--- config.mk ---
export PLATFORM = sky130hd
export DESIGN_NAME = coalescing_store_buffer_core
export DESIGN_NICKNAME = d
export VERILOG_FILES = /design/src/csb_pkg.sv /design/src/coalescing_store_buffer_core.sv
export SDC_FILE = /design/constraint.sdc
export NUM_CORES = 2
export LEC_CHECK = 0
export ABC_AREA = 0
export BUFFER_PORTS_ARGS = -buffer_cell sky130_fd_sc_hd__clkbuf_2
export CORE_UTILIZATION = 32
export CTS_CLUSTER_SIZE = 10
export DETAILED_ROUTE_END_ITERATION = 8
export PLACE_DENSITY_LB_ADDON = 0.1
export SLEW_MARGIN = 20
export SYNTH_ARGS = -nofsm -noshare
export SYNTH_HDL_FRONTEND = slang
export SYNTH_SLANG_ARGS = --single-unit
--- constraint.sdc ---
create_clock -name clk -period 20.9 [get_ports clk]
set_input_delay 1.045 -clock clk [delete_from_list [all_inputs] [get_ports clk]]
set_output_delay 1.045 -clock clk [all_outputs]
set_load 0.02 [all_outputs]
--- src/csb_pkg.sv ---
// Package of types and codes for the coalescing store buffer.
package csb_pkg;

  // Buffer geometry that the port widths are built around.
  localparam int ENTRIES   = 16;
  localparam int BLOCK_IDS = 256;

  typedef enum logic [1:0] {
    CMD_STORE = 2'd0,
    CMD_RESP  = 2'd1,
    CMD_TICK  = 2'd2,
    CMD_DRAIN = 2'd3
  } cmd_t;

  typedef enum logic [2:0] {
    RK_IDLE      = 3'd0,
    RK_MERGED    = 3'd1,
    RK_ALLOC     = 3'd2,
    RK_REFUSED   = 3'd3,
    RK_ISSUED    = 3'd4,
    RK_COMMITTED = 3'd5,
    RK_FREED     = 3'd6
  } kind_t;

  typedef enum logic [2:0] {
    ST_IDLE,
    ST_SCAN,
    ST_DECIDE,
    ST_ISSUE_OLD,
    ST_DRAIN,
    ST_DONE
  } state_t;

endpackage

--- src/coalescing_store_buffer_core.sv ---
// Top level of the coalescing store buffer: entry storage, scan sequencer and result ports.
//
//  channel   | signals                                              | timing
//  ----------+------------------------------------------------------+------------------------
//  request   | start, busy, command and payload ports               | taken when start && !busy
//  result    | result_valid, result_kind ... last_of_run            | each shown for a single cycle
//  config    | cfg_write, cfg_data                                  | written on cfg_write
//
// A request walks the entries with one shared compare unit, one entry per cycle. A store,
// response, drain command or tick without write_ready keeps busy high through the walk
// and a decide step, and no new request is taken until busy falls. A tick with write_ready
// adds an issue step and a closing step, and a second walk of the entries while a drain
// is active. Each issue result is held until the next one is found so the final one can
// carry last_of_run; the last result of a request shows in the first cycle with busy low.
// Reset is synchronous and clears all valid, waiting and seen flags, the tick counter
// and the drain state; entry payload is left as it is. The receiver cannot stall, so
// each result is shown for exactly one cycle and busy stays high until the last one.
module coalescing_store_buffer_core #(
  parameter int LINE_BYTES = 8
) (
  input  logic        clk,
  input  logic        rst,
  input  logic        start,
  output logic        busy,
  input  logic        cfg_write,
  input  logic        cfg_data,
  input  logic [1:0]  command,
  input  logic [31:0] line_address,
  input  logic [7:0]  block_id,
  input  logic [63:0] store_data,
  input  logic [7:0]  byte_mask,
  input  logic        last_of_instruction,
  input  logic [3:0]  response_tag,
  input  logic        upstream_holds_block,
  input  logic        write_ready,
  output logic        result_valid,
  output logic [2:0]  result_kind,
  output logic [3:0]  entry_index,
  output logic [31:0] write_address,
  output logic [63:0] write_data,
  output logic [7:0]  write_mask,
  output logic [7:0]  result_block,
  output logic [4:0]  occupancy,
  output logic        last_of_run
);

  localparam int ENTRIES   = csb_pkg::ENTRIES;
  localparam int BLOCK_IDS = csb_pkg::BLOCK_IDS;
  localparam int IW = (ENTRIES > 1) ? $clog2(ENTRIES) : 1;
  localparam int CW = $clog2(ENTRIES + 1);
  localparam int BW = (BLOCK_IDS > 1) ? $clog2(BLOCK_IDS) : 1;
  localparam logic [7:0] LANES = (LINE_BYTES >= 8) ? 8'hFF : 8'((1 << LINE_BYTES) - 1);

  // Entry flags live in flip-flops; payload is plain registers without reset.
  logic [ENTRIES-1:0] valid, waiting, from_last;
  logic [31:0] e_addr  [ENTRIES];
  logic [7:0]  e_blk   [ENTRIES];
  logic [63:0] e_data  [ENTRIES];
  logic [7:0]  e_mask  [ENTRIES];
  logic [31:0] e_stamp [ENTRIES];
  logic [BLOCK_IDS-1:0] seen;

  logic [31:0] tick_count;
  logic        drain_active;
  logic [7:0]  drain_block;
  logic        wait_resp;

  // Latched request.
  csb_pkg::cmd_t r_cmd;
  logic [31:0] r_addr;
  logic [7:0]  r_blk;
  logic [63:0] r_data;
  logic [7:0]  r_mask;
  logic        r_last, r_up, r_ready;
  logic [3:0]  r_tag;

  // Scan bookkeeping.
  csb_pkg::state_t state, state_next;
  logic [IW:0] idx;
  logic        hit_f, free_f, old_f, other_f;
  logic [IW-1:0] hit_i, free_i, old_i;
  logic [31:0] best;
  logic [CW-1:0] occ;
  logic [4:0]  n_out;

  // Issue result waiting for the next one, so that the last of a tick is known.
  logic        hold_f;
  logic [3:0]  hold_idx;
  logic [31:0] hold_addr;
  logic [63:0] hold_data;
  logic [7:0]  hold_mask, hold_blk;

  logic [IW-1:0] ci;
  assign ci = idx[IW-1:0];

  function automatic logic [63:0] expand(input logic [7:0] m);
    logic [63:0] r;
    for (int b = 0; b < 8; b++) r[8*b +: 8] = {8{m[b]}};
    return r;
  endfunction

  assign busy = (state != csb_pkg::ST_IDLE);

  // Current walked entry is a drain candidate.
  logic drain_hit;
  assign drain_hit = valid[ci] && !waiting[ci] && (e_blk[ci] == drain_block);

  logic tag_ok;
  assign tag_ok = (32'(r_tag) < ENTRIES) && valid[r_tag[IW-1:0]] && waiting[r_tag[IW-1:0]];

  always_comb begin
    state_next = state;
    case (state)
      csb_pkg::ST_IDLE:   if (start) state_next = csb_pkg::ST_SCAN;
      csb_pkg::ST_SCAN:   if (32'(idx) == ENTRIES - 1) state_next = csb_pkg::ST_DECIDE;
      csb_pkg::ST_DECIDE: begin
        if (r_cmd == csb_pkg::CMD_TICK && r_ready) state_next = csb_pkg::ST_ISSUE_OLD;
        else state_next = csb_pkg::ST_IDLE;
      end
      csb_pkg::ST_ISSUE_OLD: begin
        if (drain_active) state_next = csb_pkg::ST_DRAIN;
        else state_next = csb_pkg::ST_DONE;
      end
      csb_pkg::ST_DRAIN:  if (32'(idx) == ENTRIES - 1) state_next = csb_pkg::ST_DONE;
      csb_pkg::ST_DONE:   state_next = csb_pkg::ST_IDLE;
      default:            state_next = csb_pkg::ST_IDLE;
    endcase
  end

  always_ff @(posedge clk) begin
    if (rst) begin
      state <= csb_pkg::ST_IDLE;
      valid <= '0;
      waiting <= '0;
      from_last <= '0;
      seen <= '0;
      tick_count <= '0;
      drain_active <= 1'b0;
      drain_block <= '0;
      wait_resp <= 1'b1;
      result_valid <= 1'b0;
      occ <= '0;
      idx <= '0;
    end else begin
      state <= state_next;
      result_valid <= 1'b0;
      if (cfg_write) wait_resp <= cfg_data;
      case (state)
        csb_pkg::ST_IDLE: begin
          if (start) begin
            r_cmd <= csb_pkg::cmd_t'(command);
            r_addr <= line_address; r_blk <= block_id; r_data <= store_data;
            r_mask <= byte_mask & LANES; r_last <= last_of_instruction;
            r_tag <= response_tag; r_up <= upstream_holds_block; r_ready <= write_ready;
            idx <= '0; hit_f <= 1'b0; free_f <= 1'b0; old_f <= 1'b0;
            other_f <= 1'b0; best <= 32'hFFFF_FFFF;
          end
        end
        csb_pkg::ST_SCAN: begin
          // One entry per cycle through the shared compare unit.
          if (!hit_f && valid[ci] && e_addr[ci] == r_addr) begin
            hit_f <= 1'b1; hit_i <= ci;
          end
          if (!free_f && !valid[ci]) begin
            free_f <= 1'b1; free_i <= ci;
          end
          if (valid[ci] && !waiting[ci] && e_stamp[ci] < best) begin
            best <= e_stamp[ci]; old_f <= 1'b1; old_i <= ci;
          end
          if (32'(r_tag) != 32'(ci) && valid[ci] && e_blk[ci] == e_blk[r_tag[IW-1:0]])
            other_f <= 1'b1;
          idx <= idx + 1'b1;
        end
        csb_pkg::ST_DECIDE: begin
          result_kind <= csb_pkg::RK_IDLE;
          entry_index <= '0;
          write_address <= '0; write_data <= '0; write_mask <= '0;
          result_block <= '0;
          last_of_run <= 1'b1;
          occupancy <= 5'(occ);
          case (r_cmd)
            csb_pkg::CMD_STORE: begin
              result_valid <= 1'b1;
              if (hit_f) begin
                e_data[hit_i] <= (e_data[hit_i] & ~expand(r_mask)) | (r_data & expand(r_mask));
                e_mask[hit_i] <= e_mask[hit_i] | r_mask;
                e_stamp[hit_i] <= tick_count;
                if (r_last) from_last[hit_i] <= 1'b1;
                result_kind <= csb_pkg::RK_MERGED;
                entry_index <= 4'(hit_i);
                result_block <= e_blk[hit_i];
              end else if (free_f) begin
                valid[free_i] <= 1'b1; waiting[free_i] <= 1'b0;
                e_addr[free_i] <= r_addr; e_blk[free_i] <= r_blk;
                e_stamp[free_i] <= tick_count; e_mask[free_i] <= r_mask;
                e_data[free_i] <= r_data & expand(LANES);
                from_last[free_i] <= r_last;
                result_kind <= csb_pkg::RK_ALLOC;
                entry_index <= 4'(free_i);
                result_block <= r_blk;
                occ <= occ + 1'b1;
                occupancy <= 5'(occ + 1'b1);
              end else begin
                result_kind <= csb_pkg::RK_REFUSED;
                result_block <= r_blk;
              end
            end
            csb_pkg::CMD_RESP: begin
              result_valid <= 1'b1;
              if (tag_ok) begin
                valid[r_tag[IW-1:0]] <= 1'b0;
                waiting[r_tag[IW-1:0]] <= 1'b0;
                from_last[r_tag[IW-1:0]] <= 1'b0;
                occ <= occ - 1'b1;
                occupancy <= 5'(occ - 1'b1);
                entry_index <= r_tag;
                result_block <= e_blk[r_tag[IW-1:0]];
                if (wait_resp && !other_f && !r_up && (from_last[r_tag[IW-1:0]] ||
                    seen[BW'(e_blk[r_tag[IW-1:0]] % BLOCK_IDS)])) begin
                  seen[BW'(e_blk[r_tag[IW-1:0]] % BLOCK_IDS)] <= 1'b0;
                  result_kind <= csb_pkg::RK_COMMITTED;
                end else begin
                  if (from_last[r_tag[IW-1:0]])
                    seen[BW'(e_blk[r_tag[IW-1:0]] % BLOCK_IDS)] <= 1'b1;
                  result_kind <= csb_pkg::RK_FREED;
                end
              end
            end
            csb_pkg::CMD_TICK: begin
              if (!r_ready) begin
                result_valid <= 1'b1;
                tick_count <= tick_count + 1'b1;
              end
            end
            csb_pkg::CMD_DRAIN: begin
              result_valid <= 1'b1;
              drain_active <= 1'b1;
              drain_block <= r_blk;
            end
            default: ;
          endcase
        end
        csb_pkg::ST_ISSUE_OLD: begin
          idx <= '0;
          n_out <= '0;
          hold_f <= 1'b0;
          if (old_f) begin
            waiting[old_i] <= 1'b1;
            n_out <= 5'd1;
            hold_f <= 1'b1;
            hold_idx <= 4'(old_i);
            hold_addr <= e_addr[old_i]; hold_data <= e_data[old_i];
            hold_mask <= e_mask[old_i]; hold_blk <= e_blk[old_i];
          end
        end
        csb_pkg::ST_DRAIN: begin
          idx <= idx + 1'b1;
          if (drain_hit && n_out < 5'd16) begin
            waiting[ci] <= 1'b1;
            n_out <= n_out + 1'b1;
            // A newer issue exists, so the held one is not the last.
            if (hold_f) begin
              result_valid <= 1'b1;
              result_kind <= csb_pkg::RK_ISSUED;
              entry_index <= hold_idx;
              write_address <= hold_addr; write_data <= hold_data;
              write_mask <= hold_mask; result_block <= hold_blk;
              occupancy <= 5'(occ);
              last_of_run <= 1'b0;
            end
            hold_f <= 1'b1;
            hold_idx <= 4'(ci);
            hold_addr <= e_addr[ci]; hold_data <= e_data[ci];
            hold_mask <= e_mask[ci]; hold_blk <= e_blk[ci];
          end
        end
        csb_pkg::ST_DONE: begin
          // Closing result: the held issue if any went out, else an idle marker.
          tick_count <= tick_count + 1'b1;
          result_valid <= 1'b1;
          occupancy <= 5'(occ);
          last_of_run <= 1'b1;
          if (hold_f) begin
            result_kind <= csb_pkg::RK_ISSUED;
            entry_index <= hold_idx;
            write_address <= hold_addr; write_data <= hold_data;
            write_mask <= hold_mask; result_block <= hold_blk;
          end else begin
            result_kind <= csb_pkg::RK_IDLE;
            entry_index <= '0;
            write_address <= '0; write_data <= '0; write_mask <= '0;
            result_block <= '0;
          end
        end
        default: ;
      endcase
    end
  end

endmodule

==> run_results.csv <==
group,metric,value,unit
status,status,"complete, but fails checks",
status,violations,"DRC",
critical_path,arrival,8.21,ns
floorplanning,rows,249,
yosys,synth_top_area_frac,0.553,
floorplanning,core-area,460000,um2
critical_path,path_cells,"buf_4, buf_4, mux4_2, mux4_2, xor2_1, or3_1, nor4_1, o21ai_0, a21oi_4, buf_4, buf_4",
yosys,syn_inst,8098,
critical_path,critPathMaxStageDelay,0.98,ns
sta,worst_slew_pin_slew,1.18,ns
critical_path,cp.required,21.45,ns
cells_and_area,drive_gt1_frac,0.333,
clock_network,clock_latency,0.98,ns
yosys,ys_warn_count,0,
pwr,p_comb_frac,0.112,
sta,finalSetupTns,0,ns
critical_path,cpMostUsedCell,"buf_4",
clock_network,cts_tree,"built",
yosys,ys_seq_area_frac,0.604,
detailed_routing,ant_nets,0,
critical_path,crit_type,"flip-flop to flip-flop",
clock_network,clockBufferDepth,4,
floorplanning,start_util,0.321,
global_routing,grt_max_degree,152,
yosys,synth_nets,8264,
pwr,p_sw,0.00370,W
global_routing,antenna_found_initial,24,
sta,finalSetupViolCount,0,
pwr,cellPowerDensity,86.9,nW/um2
global_routing,grt_overflow,0,
hold_path,hold_path_end,"r_blk[0]",
yosys,async_reset_ff_frac,0,
pwr,swShare,0.255,
global_routing,grt_pass1_vias,89565,
clock_network,clock-sinks,3096,
cells_and_area,finish.net_count,8396,
clock_network,post_cts_buffers,0,
yosys,synthTopCellsByArea,"edfxtp_1 55%, mux4_2 26%, dfxtp_1 5.1%",
floorplanning,die-area,464000,um2
floorplanning,io_pins,253,
yosys,yosys_most_used_dff,"edfxtp_1",
clock_network,cts_hold_buf,0,
sta,final_max_slew_viol_count,0,
detailed_routing,drc,68,
clock_network,numCtsBuffers,377,
job,maxCapViolations,0,
sta,hold_slack,0.252,ns
clock_network,h-tree-depth,5,
clock_network,ctsResizeCount,0,
yosys,ys_types,70,
critical_path,reg2reg_slack,13.24,ns
critical_path,path_max_fanout,41,
sta,rsz0062_at_grt,"no",
sta,finalCritPeriodShare,0.367,
yosys,syn_area,148000,um2
yosys,synth-seq-cells,3096,
critical_path,start_kind,"flip-flop",
placement,port-buffer-count,252,
detailed_routing,post_drt_wl_per_cell,33.3,um
cells_and_area,area_delta_synth_final,13.1,%
pwr,seqPwrFrac,0.472,
sta,finalHoldViolCount,0,
pwr,leakage,50.9,nW
pwr,intPower,0.0108,W
yosys,synth_area_per_cell,18.2,um2
sta,fmax,131,MHz
critical_path,reg2reg_to,"write_data[54]",
detailed_routing,viasPerCell,5.80,
hold_path,hold_path_depth,1,
detailed_routing,vias,84830,
cells_and_area,postLayoutCoreUtil,0.363,
placement,place_congestion,0.788,
pwr,clockPowerShare,0.416,
sta,skew,0.0848,ns
clock_network,path_clk_slew,0.06,ns
detailed_routing,routed_wl,487,mm
hold_path,hp-start,"block_id[0]",
sta,setup_slack,13.24,ns
sta,slew_headroom,0.214,
critical_path,cp.buffers_inverters,4,
critical_path,end_kind,"flip-flop",
clock_network,root_buffer,"clkbuf_16",
global_routing,gr-usage-all-layers,0.208,
yosys,yosys.area.top_type,"edfxtp_1",
detailed_routing,first_pass_iters,9,
critical_path,cp_top_family,"buffers and inverters",
global_routing,grt_pass1_wl,694,mm
critical_path,reg2reg_depth,11,
placement,dp_slack,12.53,ns
hold_path,min_path_type,"primary input to flip-flop",
floorplanning,die_w,681,um
critical_path,critPathSlowestCell,"dfxtp_4",
placement,hpwlAfterDp,259,mm
yosys,synth_edf_count,2720,
floorplanning,die_y,681,um
detailed_routing,dr.first_iter.drc_count,7886,
sta,period_minus_slack,7.66,ns
pwr,ir_drop,0.0000749,V
[cell usage in the layout, fill, tap and decap left out, drive strengths merged, types with 36 or more instances in the layout]
cell / Yosys / layout
a211oi: 66 / 66
a21oi: 138 / 138
and2: 123 / 123
buf: 222 / 222
clkbuf: 498 / 783
clkinv: 1 / 66
dfxtp: 376 / 376
edfxtp: 2720 / 2720
ha: 40 / 40
inv: 52 / 65
mux2: 112 / 112
mux2i: 131 / 131
mux4: 1718 / 1718
nand2: 605 / 605
nand2b: 55 / 55
nand3: 57 / 57
nor2: 199 / 199
nor2b: 54 / 54
nor3: 38 / 38
o21ai: 79 / 79
o311ai: 256 / 256
o41ai: 258 / 258
xnor2: 50 / 50
xor2: 36 / 36
[cell type report]
class | instances | area, um2
Fill cell | 42372 | 293000
Sequential cell | 3096 | 89300
Multi-Input combinational cell | 4229 | 55500
Clock buffer | 532 | 10300
Tap cell | 6149 | 7690
Timing Repair Buffer | 473 | 3200
Clock inverter | 83 | 689
Inverter | 53 | 211
Antenna cell | 10 | 25.0
[worst reg2reg max path, delay by kind of cell, from the launching register on]
kind | cells | cell delay, ns
compound gates | 2 | 1.14
mux | 2 | 1.23
flops | 1 | 0.98
simple gates | 2 | 0.61
xor+xnor | 1 | 0.19
buf+inv | 4 | 3.05
[cells by family (layout without fill, tap and decap cells)]
kind of cell / count (synthesis) / count (layout) / synth area share
buffers and inverters: 773 / 1141 / 0.0219
flip-flops: 3096 / 3096 / 0.604
adder cells (fa/ha/maj): 40 / 40 / 0.00339
other: 0 / 10 / 0
multiplexers: 1961 / 1961 / 0.280
AND/OR/NAND/NOR: 1204 / 1204 / 0.0367
XOR/XNOR: 86 / 86 / 0.00510
AO/OA/AOI/OAI: 938 / 938 / 0.0487
[per-stage QoR]
| step | cells | instance area (um2) | power [W] |
|---|---|---|---|
| 5_1_grt | 14618 | 167000 | 0.0150 |
| 4_1_cts | 14614 | 167000 | 0.0147 |
| 6_report | 14625 | 167000 | 0.0145 |
| 3_5_place_dp | 13999 | 156000 | 0.00862 |
| 3_3_place_gp | 13998 | 156000 | 0.00860 |
| 2_1_floorplan | 8098 | 148000 | 0.00816 |
[synthesized netlist by cell type (all sizes together), types with 57 or more instances]
cell type  instances
mux2             112
buf              222
mux4            1718
dfxtp            376
edfxtp          2720
o21ai             79
and2             123
clkbuf           498
a21oi            138
o311ai           256
nand2            605
a211oi            66
nand3             57
o41ai            258
nor2             199
mux2i            131
[power by group through the flow]
stage               clock network (W)  logic (W)  registers (W)
floorplan                           0    0.00122        0.00694
global placement                    0    0.00162        0.00698
detailed placement                  0    0.00164        0.00698
CTS                           0.00621    0.00164        0.00685
global route                  0.00642    0.00175        0.00685
finish                        0.00603    0.00162        0.00685
[worst max path at each step]
stage	slack, ns	endpoint	depth (start not counted)	startpoint
floorplan	11.38	entry_index[0]	11	flip-flop
global placement	12.71	result_kind[0]	16	flip-flop
detailed placement	12.53	result_kind[0]	16	flip-flop
CTS	12.49	result_kind[0]	16	flip-flop
global route	12.60	write_data[54]	11	flip-flop
finish	13.24	write_data[54]	11	flip-flop
[registers in the layout, indices dropped and copies added, names as in the netlist, 64 cells and up, named ones only]
register    cells
write_data     64
e_data       1024
e_addr        512
hold_data      64
e_stamp       512
e_blk         128
r_data         64
e_mask        128
[per-layer routing]
metal	track usage	part of all wire	up-vias
li1	-	-	34936
met1	0.284	0.43	46648
met2	0.354	0.50	2637
met3	0.0287	0.050	607
met4	0.0432	0.021	2
met5	0	0.000027	-
Note: power is estimated with default switching activity, not from simulation.
